<file path="src/design/mff_pkg.sv">
// Shared widths, codes and controller/datapath interface types for the flooding forwarder.
package mff_pkg;

   localparam int ID_W            = 10;
   localparam int RECV_W          = 11;
   localparam int PORT_W          = 4;
   localparam int GROUP_W         = 6;
   localparam int DEF_NUM_PORTS   = 16;
   localparam int DEF_NUM_GROUPS  = 64;
   localparam int MAX_RESULTS     = 16;
   localparam int RES_CNT_W       = $clog2(MAX_RESULTS + 1);

   localparam logic [ID_W-1:0]          ROUTER_ID_RESET = 10'd1;
   localparam logic [ID_W-1:0]          CTRL_SENDER     = '0;
   localparam logic signed [RECV_W-1:0] RECV_JOIN       = -11'sd1;
   localparam logic signed [RECV_W-1:0] RECV_MCAST      = '0;

   typedef enum logic [1:0] {
      MODE_JOIN,
      MODE_MCAST,
      MODE_UNI,
      MODE_FLOOD
   } mode_type;

   typedef struct packed {
      logic accept;
      logic step;
      logic flood_pass;
      logic finish;
   } cmd_type;

   typedef struct packed {
      logic ctrl_frame;
      logic blocked;
      logic uni_hit;
      logic at_last;
      logic is_uni;
      logic pend_valid;
      logic out_free;
   } sts_type;

endpackage

</file>
<file path="src/design/mff_ctrl.sv">
// Sequencing state machine of the flooding forwarder: accept, port scan, final hand-off.
module mff_ctrl import mff_pkg::*; (
   input  logic    clock,
   input  logic    reset,
   input  logic    req_valid,
   output logic    req_ready,
   input  sts_type sts,
   output cmd_type cmd
);

   typedef enum logic [1:0] {
      ST_IDLE,
      ST_SCAN,
      ST_FINISH
   } state_type;

   state_type state_ff;
   state_type state_in;

   always_comb begin
      cmd      = '0;
      state_in = state_ff;
      case (state_ff)
         ST_IDLE: begin
            cmd.accept = req_valid;
            if (req_valid && !sts.ctrl_frame) begin
               state_in = ST_SCAN;
            end
         end
         ST_SCAN: begin
            cmd.step = !sts.blocked;
            if (cmd.step && sts.uni_hit) begin
               state_in = ST_FINISH;
            end else if (cmd.step && sts.at_last) begin
               // unicast with no host match goes round again as a router flood
               if (sts.is_uni) begin
                  cmd.flood_pass = 1'b1;
               end else begin
                  state_in = ST_FINISH;
               end
            end
         end
         ST_FINISH: begin
            cmd.finish = 1'b1;
            if (!sts.pend_valid || sts.out_free) begin
               state_in = ST_IDLE;
            end
         end
         default: begin
            state_in = ST_IDLE;
         end
      endcase
   end

   always_ff @(posedge clock) begin
      if (reset) begin
         state_ff <= ST_IDLE;
      end else begin
         state_ff <= state_in;
      end
   end

   assign req_ready = (state_ff == ST_IDLE);

`ifndef ASSERT_OFF
   a_idle_no_pending: assert property (@(posedge clock) disable iff (reset)
      state_ff == ST_IDLE |-> !sts.pend_valid)
      else $error("pending decision left over in idle");

   a_blocked_holds: assert property (@(posedge clock) disable iff (reset)
      state_ff == ST_SCAN && sts.blocked |=> state_ff == ST_SCAN)
      else $error("scan left while blocked on output");
`endif

endmodule

</file>
<file path="src/design/mff_dpath.sv">
// Datapath: port tables, group membership memory, scan counter, pending and output registers.
module mff_dpath import mff_pkg::*; #(
   parameter int NUM_PORTS  = DEF_NUM_PORTS,
   parameter int NUM_GROUPS = DEF_NUM_GROUPS
) (
   input  logic                     clock,
   input  logic                     reset,
   input  cmd_type                  cmd,
   output sts_type                  sts,
   input  logic [ID_W-1:0]          req_sender_id,
   input  logic signed [RECV_W-1:0] req_receiver_id,
   input  logic [ID_W-1:0]          req_neighbor_id,
   input  logic [PORT_W-1:0]        req_port_index,
   input  logic                     req_neighbor_is_router,
   input  logic [GROUP_W-1:0]       req_group_number,
   input  logic                     req_has_last_hop,
   input  logic [ID_W-1:0]          req_last_hop_id,
   output logic                     rsp_valid,
   input  logic                     rsp_ready,
   output logic [PORT_W-1:0]        rsp_out_port,
   output logic [ID_W-1:0]          rsp_dest_id,
   output logic                     rsp_to_host,
   output logic                     rsp_sender_rewritten,
   output logic                     rsp_hop_appended,
   output logic                     rsp_last_of_run,
   input  logic                     csr_wr_en,
   input  logic [ID_W-1:0]          csr_wr_data
);

   localparam int PW     = $clog2(NUM_PORTS);
   // only groups reachable through the group field need storage
   localparam int NG_EFF = (NUM_GROUPS < (1 << GROUP_W)) ? NUM_GROUPS : (1 << GROUP_W);
   localparam int GW     = (NG_EFF > 1) ? $clog2(NG_EFF) : 1;

   // port tables
   logic [ID_W-1:0]      nbr_ff [NUM_PORTS];
   logic [NUM_PORTS-1:0] pvalid_ff;
   logic [NUM_PORTS-1:0] prouter_ff;
   logic [PW-1:0]        widx;
   logic                 tbl_we;

   // group membership memory, one row of port bits per group
   logic [NUM_PORTS-1:0] grp_mem [NG_EFF];
   logic [NG_EFF-1:0]    grp_valid_ff;
   logic [NUM_PORTS-1:0] row_ff;
   logic                 rowv_ff;
   logic [GW-1:0]        ridx;
   logic                 grp_we;
   logic [NUM_PORTS-1:0] join_bit;
   logic [NUM_PORTS-1:0] row_wdata;

   // latched item
   logic [ID_W-1:0]          sender_ff;
   logic signed [RECV_W-1:0] recv_ff;
   logic [GROUP_W-1:0]       grp_ff;
   logic                     hop_ff;
   logic [ID_W-1:0]          hop_id_ff;
   mode_type                 mode_ff;
   mode_type                 mode_in;
   logic                     group_ok;

   // scan
   logic [PW-1:0]        cnt_ff;
   logic [PW-1:0]        cnt_in;
   logic [RES_CNT_W-1:0] res_cnt_ff;
   logic [RES_CNT_W-1:0] res_cnt_in;
   logic                 join_found_ff;
   logic                 join_found_in;
   logic [PW-1:0]        join_port_ff;

   logic [ID_W-1:0] p_nbr;
   logic            p_valid;
   logic            p_router;
   logic            hop_block;
   logic            flood_hit;
   logic            recv_pos;
   logic            uni_match;
   logic            member;
   logic            hit;
   logic            take;
   logic            d_host;
   logic            d_rew;
   logic            d_hop;

   // pending decision, held until the next one shows whether it was the last
   logic            pend_valid_ff;
   logic            pend_valid_in;
   logic [PW-1:0]   pend_port_ff;
   logic [ID_W-1:0] pend_dest_ff;
   logic            pend_host_ff;
   logic            pend_rew_ff;
   logic            pend_hop_ff;

   logic            rsp_valid_ff;
   logic            rsp_valid_in;
   logic [PORT_W-1:0] rsp_port_ff;
   logic [ID_W-1:0] rsp_dest_ff;
   logic            rsp_host_ff;
   logic            rsp_rew_ff;
   logic            rsp_hop_ff;
   logic            rsp_last_ff;
   logic            out_free;
   logic            push_mid;
   logic            push_end;

   logic [ID_W-1:0] router_id_ff;

   assign widx   = PW'(req_port_index);
   assign tbl_we = cmd.accept && (req_sender_id == CTRL_SENDER)
                   && (32'(req_port_index) < NUM_PORTS);

   assign group_ok = (32'(grp_ff) < NUM_GROUPS);
   assign ridx     = cmd.accept ? GW'(req_group_number) : GW'(grp_ff);

   always_comb begin
      join_bit               = '0;
      join_bit[join_port_ff] = 1'b1;
   end
   assign row_wdata = (rowv_ff ? row_ff : '0) | join_bit;
   assign grp_we    = cmd.finish && (mode_ff == MODE_JOIN) && join_found_ff && group_ok;

   always_comb begin
      p_nbr     = nbr_ff[cnt_ff];
      p_valid   = pvalid_ff[cnt_ff];
      p_router  = prouter_ff[cnt_ff];
      hop_block = hop_ff && (p_nbr == hop_id_ff);
      flood_hit = p_valid && p_router && !hop_block;
      recv_pos  = !recv_ff[RECV_W-1] && (recv_ff != RECV_MCAST);
      uni_match = p_valid && !p_router && recv_pos && (p_nbr == recv_ff[ID_W-1:0]);
      member    = group_ok && rowv_ff && row_ff[cnt_ff] && p_valid;
      case (mode_ff)
         MODE_JOIN: begin
            hit = flood_hit;  d_host = 1'b0;      d_rew = 1'b1; d_hop = 1'b1;
         end
         MODE_MCAST: begin
            hit = member && (!p_router || !hop_block);
            d_host = !p_router; d_rew = 1'b0; d_hop = 1'b1;
         end
         MODE_UNI: begin
            hit = uni_match;  d_host = 1'b1;      d_rew = 1'b0; d_hop = 1'b0;
         end
         MODE_FLOOD: begin
            hit = flood_hit;  d_host = 1'b0;      d_rew = 1'b0; d_hop = 1'b1;
         end
         default: begin
            hit = 1'b0;       d_host = 1'b0;      d_rew = 1'b0; d_hop = 1'b0;
         end
      endcase
   end

   assign take     = hit && (res_cnt_ff < RES_CNT_W'(MAX_RESULTS));
   assign out_free = !rsp_valid_ff || rsp_ready;
   assign push_mid = cmd.step && take && pend_valid_ff;
   assign push_end = cmd.finish && pend_valid_ff && out_free;

   always_comb begin
      sts            = '0;
      sts.ctrl_frame = (req_sender_id == CTRL_SENDER);
      sts.blocked    = take && pend_valid_ff && !out_free;
      sts.uni_hit    = take && (mode_ff == MODE_UNI);
      sts.at_last    = (cnt_ff == PW'(NUM_PORTS - 1));
      sts.is_uni     = (mode_ff == MODE_UNI);
      sts.pend_valid = pend_valid_ff;
      sts.out_free   = out_free;
   end

   always_comb begin
      cnt_in        = cnt_ff;
      mode_in       = mode_ff;
      res_cnt_in    = res_cnt_ff;
      join_found_in = join_found_ff;
      pend_valid_in = pend_valid_ff;
      rsp_valid_in  = rsp_valid_ff;
      if (cmd.accept) begin
         cnt_in        = '0;
         res_cnt_in    = '0;
         join_found_in = 1'b0;
         pend_valid_in = 1'b0;
         if (req_receiver_id == RECV_JOIN) begin
            mode_in = MODE_JOIN;
         end else if (req_receiver_id == RECV_MCAST) begin
            mode_in = MODE_MCAST;
         end else begin
            mode_in = MODE_UNI;
         end
      end else begin
         if (cmd.step) begin
            cnt_in = cnt_ff + 1'b1;
            if (take) begin
               pend_valid_in = 1'b1;
               res_cnt_in    = res_cnt_ff + 1'b1;
            end
            if ((mode_ff == MODE_JOIN) && !join_found_ff && p_valid
                && (p_nbr == sender_ff)) begin
               join_found_in = 1'b1;
            end
         end
         if (cmd.flood_pass) begin
            cnt_in  = '0;
            mode_in = MODE_FLOOD;
         end
         if (push_end) begin
            pend_valid_in = 1'b0;
         end
      end
      if (push_mid || push_end) begin
         rsp_valid_in = 1'b1;
      end else if (rsp_ready) begin
         rsp_valid_in = 1'b0;
      end
   end

   always_ff @(posedge clock) begin
      if (reset) begin
         cnt_ff        <= '0;
         mode_ff       <= MODE_UNI;
         res_cnt_ff    <= '0;
         join_found_ff <= 1'b0;
         pend_valid_ff <= 1'b0;
         rsp_valid_ff  <= 1'b0;
         pvalid_ff     <= '0;
         prouter_ff    <= '0;
         grp_valid_ff  <= '0;
         router_id_ff  <= ROUTER_ID_RESET;
      end else begin
         cnt_ff        <= cnt_in;
         mode_ff       <= mode_in;
         res_cnt_ff    <= res_cnt_in;
         join_found_ff <= join_found_in;
         pend_valid_ff <= pend_valid_in;
         rsp_valid_ff  <= rsp_valid_in;
         if (tbl_we) begin
            pvalid_ff[widx] <= 1'b1;
            if (req_neighbor_is_router) begin
               prouter_ff[widx] <= 1'b1;   // router flag is sticky
            end
         end
         if (grp_we) begin
            grp_valid_ff[GW'(grp_ff)] <= 1'b1;
         end
         if (csr_wr_en) begin
            router_id_ff <= csr_wr_data;
         end
      end
   end

   always_ff @(posedge clock) begin
      if (tbl_we) begin
         nbr_ff[widx] <= req_neighbor_id;
      end
      if (cmd.accept) begin
         sender_ff <= req_sender_id;
         recv_ff   <= req_receiver_id;
         grp_ff    <= req_group_number;
         hop_ff    <= req_has_last_hop;
         hop_id_ff <= req_last_hop_id;
      end
      if (cmd.step && (mode_ff == MODE_JOIN) && !join_found_ff && p_valid
          && (p_nbr == sender_ff)) begin
         join_port_ff <= cnt_ff;
      end
      if (cmd.step && take) begin
         pend_port_ff <= cnt_ff;
         pend_dest_ff <= p_nbr;
         pend_host_ff <= d_host;
         pend_rew_ff  <= d_rew;
         pend_hop_ff  <= d_hop;
      end
      if (push_mid || push_end) begin
         rsp_port_ff <= PORT_W'(pend_port_ff);
         rsp_dest_ff <= pend_dest_ff;
         rsp_host_ff <= pend_host_ff;
         rsp_rew_ff  <= pend_rew_ff;
         rsp_hop_ff  <= pend_hop_ff;
         rsp_last_ff <= push_end;
      end
   end

   // membership memory: one write, one registered read per cycle
   always_ff @(posedge clock) begin
      if (grp_we) begin
         grp_mem[GW'(grp_ff)] <= row_wdata;
      end
      row_ff  <= grp_mem[ridx];
      rowv_ff <= grp_valid_ff[ridx];
   end

   assign rsp_valid            = rsp_valid_ff;
   assign rsp_out_port         = rsp_port_ff;
   assign rsp_dest_id          = rsp_dest_ff;
   assign rsp_to_host          = rsp_host_ff;
   assign rsp_sender_rewritten = rsp_rew_ff;
   assign rsp_hop_appended     = rsp_hop_ff;
   assign rsp_last_of_run      = rsp_last_ff;

`ifndef ASSERT_OFF
   a_res_bound: assert property (@(posedge clock) disable iff (reset)
      res_cnt_ff <= RES_CNT_W'(MAX_RESULTS))
      else $error("decision count past limit");

   a_uni_single: assert property (@(posedge clock) disable iff (reset)
      !(mode_ff == MODE_UNI && res_cnt_ff > RES_CNT_W'(1)))
      else $error("more than one unicast decision");

   a_push_free: assert property (@(posedge clock) disable iff (reset)
      (push_mid || push_end) |-> out_free)
      else $error("output register overwritten while held");
`endif

endmodule

</file>
<file path="src/design/multicast_flooding_forwarder.sv">
// Flooding forwarder with multicast groups: one frame header in, zero or more
// port decisions out. A control frame (sender 0) updates the port table in its
// accept cycle and gives nothing. Any other item scans the port table one entry
// per cycle while the result side does not hold it off: a join or multicast
// scans every port once, a unicast with a host match at port i stops there, and
// a unicast with no host match scans twice (host search, then a router flood).
// The port-table scan is what sets the rate. The
// decision marked last_of_run leaves once the scan is complete; a new item is
// taken while earlier results still sit in the output register.
module multicast_flooding_forwarder import mff_pkg::*; #(
   parameter int NUM_PORTS  = DEF_NUM_PORTS,
   parameter int NUM_GROUPS = DEF_NUM_GROUPS
) (
   input  logic                     clock,
   input  logic                     reset,
   input  logic                     req_valid,
   output logic                     req_ready,
   input  logic [ID_W-1:0]          req_sender_id,
   input  logic signed [RECV_W-1:0] req_receiver_id,
   input  logic [ID_W-1:0]          req_neighbor_id,
   input  logic [PORT_W-1:0]        req_port_index,
   input  logic                     req_neighbor_is_router,
   input  logic [GROUP_W-1:0]       req_group_number,
   input  logic                     req_has_last_hop,
   input  logic [ID_W-1:0]          req_last_hop_id,
   output logic                     rsp_valid,
   input  logic                     rsp_ready,
   output logic [PORT_W-1:0]        rsp_out_port,
   output logic [ID_W-1:0]          rsp_dest_id,
   output logic                     rsp_to_host,
   output logic                     rsp_sender_rewritten,
   output logic                     rsp_hop_appended,
   output logic                     rsp_last_of_run,
   input  logic                     csr_wr_en,
   input  logic [ID_W-1:0]          csr_wr_data
);

   cmd_type cmd;
   sts_type sts;

   mff_ctrl u_ctrl (
      .clock     (clock),
      .reset     (reset),
      .req_valid (req_valid),
      .req_ready (req_ready),
      .sts       (sts),
      .cmd       (cmd)
   );

   mff_dpath #(
      .NUM_PORTS  (NUM_PORTS),
      .NUM_GROUPS (NUM_GROUPS)
   ) u_dpath (
      .clock                  (clock),
      .reset                  (reset),
      .cmd                    (cmd),
      .sts                    (sts),
      .req_sender_id          (req_sender_id),
      .req_receiver_id        (req_receiver_id),
      .req_neighbor_id        (req_neighbor_id),
      .req_port_index         (req_port_index),
      .req_neighbor_is_router (req_neighbor_is_router),
      .req_group_number       (req_group_number),
      .req_has_last_hop       (req_has_last_hop),
      .req_last_hop_id        (req_last_hop_id),
      .rsp_valid              (rsp_valid),
      .rsp_ready              (rsp_ready),
      .rsp_out_port           (rsp_out_port),
      .rsp_dest_id            (rsp_dest_id),
      .rsp_to_host            (rsp_to_host),
      .rsp_sender_rewritten   (rsp_sender_rewritten),
      .rsp_hop_appended       (rsp_hop_appended),
      .rsp_last_of_run        (rsp_last_of_run),
      .csr_wr_en              (csr_wr_en),
      .csr_wr_data            (csr_wr_data)
   );

endmodule
</file>
<file path="config.mk">
export PLATFORM = sky130hd
export DESIGN_NAME = multicast_flooding_forwarder
export DESIGN_NICKNAME = d
export VERILOG_FILES = /design/src/design/mff_pkg.sv /design/src/design/mff_ctrl.sv /design/src/design/mff_dpath.sv /design/src/design/multicast_flooding_forwarder.sv
export SDC_FILE = /design/constraint.sdc
export NUM_CORES = 2
export LEC_CHECK = 0
export ABC_CLOCK_PERIOD_IN_PS = 12250
export BUFFER_PORTS_ARGS = -buffer_cell sky130_fd_sc_hd__buf_2
export CORE_MARGIN = 3
export CORE_UTILIZATION = 30
export DETAILED_ROUTE_END_ITERATION = 8
export GPL_TIMING_DRIVEN = 0
export PLACE_DENSITY_LB_ADDON = 0.3
export SLEW_MARGIN = 20
export SYNTH_ARGS = -nofsm -noshare
export SYNTH_HDL_FRONTEND = slang
export SYNTH_SLANG_ARGS = --single-unit
</file>
<file path="constraint.sdc">
create_clock -name clock -period 12.25 [get_ports clock]
set_input_delay 2.45 -clock clock [delete_from_list [all_inputs] [get_ports clock]]
set_output_delay 2.45 -clock clock [all_outputs]
set_load 0.02 [all_outputs]
</file>
* Word-level counts from Yosys, hierarchy flattened *
Memory sizes are Yosys's and may differ from the RTL's. A register that Yosys moved wholly into a read port is not among the register bits.
Index checks and enable logic that the tools add are counted.
Widths: inputs -> output; s select.

cells by class
  add/sub/neg operators = 2
  magnitude comparators = 9
  equal/unequal tests = 14
  muxes and demuxes = 44
  bitwise logic cells = 4
  reduce and logical (&&, ||, !) cells = 64

operator list
  cell                 count
  $or 64x64->64        1
  $or 16x16->16        3
  $logic_and 1x1->1    34
  $eq 10x10->1         3
  $mux 2               10
  $mux 1               18
  $mux 16              1
  $lt 4x5->1 const B   3
  $lt 6x7->1 const B   2
  $bmux 1 s4           3
  $reduce_or 3->1      4
  $eq 11x1->1 const B  1
  $logic_not 11->1     1
  $reduce_bool 11->1   1
  $logic_not 10->1     1
  $logic_not 1->1      9
  $demux 1 s4          2
  $ge 4x1->1 const B   2
  $mux 4               2
  $bmux 1 s6           1
  $demux 1 s6          1
  $eq 2x2->1 const B   3
  $ge 6x1->1 const B   1
  $mux 6               1
  17 further kinds     29

storage, ports and cells
  bits in registers = 190
  memory bits (writable) = 1184
  bits of input ports = 68
  output and inout port bits = 20
  word-level logic and storage cells = 167
  memories = 2

memories
  memory           depth  width  rd ports  clocked after memory_dff  write ports  RTL line         source
  u_dpath.grp_mem  64     16     1         1                         1            mff_dpath.sv:43  logic [NUM_PORTS-1:0] grp_mem [NG_EFF];
  u_dpath.nbr_ff   16     10     1         1                         1            mff_dpath.sv:36  logic [ID_W-1:0] nbr_ff [NUM_PORTS];

* Longest topological paths before layout *
  depth after elaboration = 19
  depth in mapped cells = 14
  depth with buffers taken out = 12

* Cells and area by module *
Synthesis repeated with hierarchy kept, for this count alone.

second synthesis, totals
  cells, all modules = 4285
  area, all modules = 55401.9 um^2

modules (own cells, without submodules)
  module     instances  cells an instance  area each (um^2)
  mff_dpath  1          4267               55245.5
  mff_ctrl   1          18                 156.4

* Least setup slack after synthesis *
OpenSTA, ideal clock, no wires.

  path type = input to register
  from = input req_valid
  to = register u_dpath.row_ff[0] (read register of u_dpath.grp_mem)
  setup time = 70 ps
  data arrival time = 5096 ps
  path slack = 7084 ps
  stages on the path = 12
  cell sequence = nand2_1 > inv_2 > mux2i_1 > clkbuf_1 > buf_1 > clkbuf_1 > nand2_1 > a311oi_1 > a311oi_1 > a311oi_1 > nor3_1 > a21oi_1

RTL lines
  what         RTL line                            source
  from (decl)  multicast_flooding_forwarder.sv:16  input logic req_valid,
  to (decl)    mff_dpath.sv:45                     logic [NUM_PORTS-1:0] row_ff;

==> run metrics <==
status complete, no violations; number of DRC violations after detailed routing 0; Wirelength per Cell 23.8 um; Final Cycle Share 60.7%; arrival time of the worst setup path 8150 ps; async set or reset register ratio after synthesis 0%; Root Driver clkbuf_16; unique cell type count in the Yosys netlist 68; biggest fanout along the worst timing path 41; overall overflow remaining after global route 0; cell count after synthesis 4313; detailed placement HPWL 122000 um; first-pass GRT wire length 249000 um; largest net degree at the start of global routing 49; most frequent CP cell clkbuf_1; number of clock buffers inserted by TritonCTS 146; post-layout utilization of the core 36.0%; number of nets in the finished design 4736; vertical extent of the die 435 um; power per standard cell area 182 nW/um2; fraction of layout instances using a drive strength above 1 12.3%; All-Layer GR Usage 17.8%; Setup crit start req_valid; family with the most delay on the worst path buffers and inverters; count of port buffers added during placement 74; H-tree depth 4; IR drop worst, VDD 155 uV; post-CTS clock slew at the launch and capture registers of the worst setup and hold paths 60 ps; count of endpoints failing hold in the final timing report 0; Crit path required time 12960 ps; final critical-path required period 7440 ps; placement row count 157; total wire length after detailed routing 172000 um; antenna violations before repair 6; post-synthesis area per instance 12.8 um2; Area Overhead vs Synth 19.2%; number of hold buffers added after cts 0; number of standard cells in the final layout excluding fillers 7249; max capacitance violation total 0; number of slew-limit violations in the final report 0; clock tree buffer depth 3; Critical-path top delay cell a311oi_1; Core Area 183000 um2; syn_nets 4388; Hold Path Origin u_dpath.pend_dest_ff[5]$_DFFE_PP_; clk_lat worst skew 800 ps; die span in x 435 um; most instantiated library cell after synthesis edfxtp_1; post-route setup TNS 0 ps; Buf/Inv on CP 6; top cell type by total area after synthesis edfxtp_1; clock tree from TritonCTS done; fmax 134 MHz; CP startpoint kind input port; FILL cells 17.6k; hold crit path type register to register; vias in the first global route 35.2k; type of destination of the critical path register; delay of the slowest cell on the worst path 1040 ps; Via Count 36.9k; number of sinks handled by clock tree synthesis 1394; post-synthesis instance area 55300 um2; EDFF count, synth 1255; routability congestion estimate from global placement 0.932; Reg-to-Reg Start u_ctrl.state_ff[0]$_SDFFE_PP0P_; Detailed Route Iter0 Violations 4169; Routed Antenna Nets 0; Post-CTS Repair Setup Buffers 0; Total Die Area 190000 um2; Relative slew margins 13.0%; pre-CTS setup slack 4170 ps; setup slack after layout 4810 ps; count of pins on the block boundary 88; number of instances in the placed design 6977; effective utilization at floorplan 30.2%; reg2reg path depth 14; number of endpoints failing setup at the final stage 0; share of synthesized area occupied by flip-flops and latches 73.1%; WS Path Type input port to register; share of the synthesized area in the top cell type 68.1%; flip-flop cell with the highest count after synthesis edfxtp_1; setup skew after layout 37.6 ps; vias per cell 5.10; cells along the critical path buf_2, nand2_1, inv_4, mux2i_1, clkinv_1, clkbuf_1, clkbuf_1, clkbuf_1, nand2_1, nand3_1, a311oi_1, a311oi_1, nor3_1, a21oi_1; number of cells on the critical path 14; dominant cells by area after synthesis edfxtp_1, nand2_1, nand3_1, dfxtp_1, a311oi_1; Static Leakage 21.9 nW; number of synthesized register bits 1394; unrepaired setup endpoints after global routing false; worst hold path depth 0; detailed-routing iteration count for the pre-antenna-repair pass 6; number of cells upsized or downsized after cts 0; warnings from Yosys 0; top cell types by occurrence after synthesis edfxtp_1, nand2_1, nand3_1; slew of the pin with the lowest slew margin 1300 ps
## cells by family after synthesis
family                     Yosys count  synth area share, %
AOI/OAI and AO/OA                  364                 5.04
xor gates and xnor gates            23                0.364
adders and majority gates            7                0.158
buffers and inverters              292                 2.12
DFF                               1394                 73.1
muxes                              108                 2.72
and+or+nand+nor                   2125                 16.5
## power by group
part	internal [mW]	switching, mW
Combinational	0.552	1.53
Sequential	5.52	0.0258
Clock	2.48	1.90
Total	8.55	3.45
## registers in the layout, summed over array words and instances, names as in the netlist, 4 cells and up, named ones only
signal	count
u_dpath.grp_mem	1024
u_dpath.nbr_ff	160
u_dpath.grp_valid_ff	64
u_dpath.prouter_ff	16
u_dpath.pvalid_ff	16
u_dpath.row_ff	16
u_dpath.recv_ff	11
u_dpath.hop_id_ff	10
u_dpath.pend_dest_ff	10
u_dpath.rsp_dest_id	10
u_dpath.sender_ff	10
u_dpath.grp_ff	6
u_dpath.res_cnt_ff	5
u_dpath.cnt_ff	4
u_dpath.join_port_ff	4
u_dpath.pend_port_ff	4
u_dpath.rsp_out_port	4
## final cells by class
cell class	instances	area, um2	area share [%]
Timing Repair Buffer	200	2370	3.60
Clock buffer	196	3980	6.04
Antenna cell	6	15.0	0.0228
Clock inverter	70	701	1.06
Buffer	275	1110	1.69
Inverter	17	66.3	0.101
Multi-Input combinational cell	2627	14200	21.5
Tap cell	2464	3080	4.67
Sequential cell	1394	40500	61.4
## final timing paths
kind,endpoint,slack [ps]
setup / recovery,u_dpath.row_ff[4]$_DFF_P_,4810
hold reg to reg,u_dpath.rsp_dest_id[5]$_DFFE_PP_,410
setup reg to reg,u_dpath.row_ff[4]$_DFF_P_,6080
hold / removal,u_dpath.rsp_dest_id[5]$_DFFE_PP_,410
## per-stage QoR
| step | hold WS, ps | instance area [um2] | power, mW |
|---|---|---|---|
| floorplan | 400 | 55300 | 6.56 |
| global placement | 401 | 58800 | 7.56 |
| detailed placement | 405 | 61300 | 7.70 |
| CTS | 414 | 65900 | 12.1 |
| global route | 418 | 65900 | 12.4 |
| finish | 412 | 66000 | 12.0 |
## placed cells by master, fill, tap and decap left out, types with 8 or more instances in the layout
cell type and instances:
edfxtp_1 1255, nand2_1 1133, nand3_1 562, clkbuf_1 276, nor2_1 185, a311oi_1 179, clkbuf_16 148, dfxtp_1 139
buf_2 78, nor2_2 76, and3_1 73, mux2i_1 64, a21oi_1 59, buf_8 51, buf_6 49, mux4_2 33
nor3_1 30, clkinv_1 29, buf_16 24, a31oi_1 23, buf_1 20, clkinv_2 19, xnor2_1 17, inv_1 12
o21ai_0 12, mux2_2 11, o22ai_1 11, nand2b_1 10, a22oi_1 10, nor4_1 10, o21ba_2 10, clkbuf_8 10
o21ai_4 9, o21a_1 8, nor2b_1 8, a311oi_2 8, bufinv_16 8
## layer usage
metal,share of wire [%],up-vias,global-route usage [%],wire (um)
met5,0.0041,-,0,7
met4,4.0,2,7.08,6840
met3,8.1,281,3.44,13900
met2,45,1515,27.2,77600
met1,43,18600,24.7,74100
li1,-,16600,-,-
No activity file was read; power rests on OpenSTA's default activity.
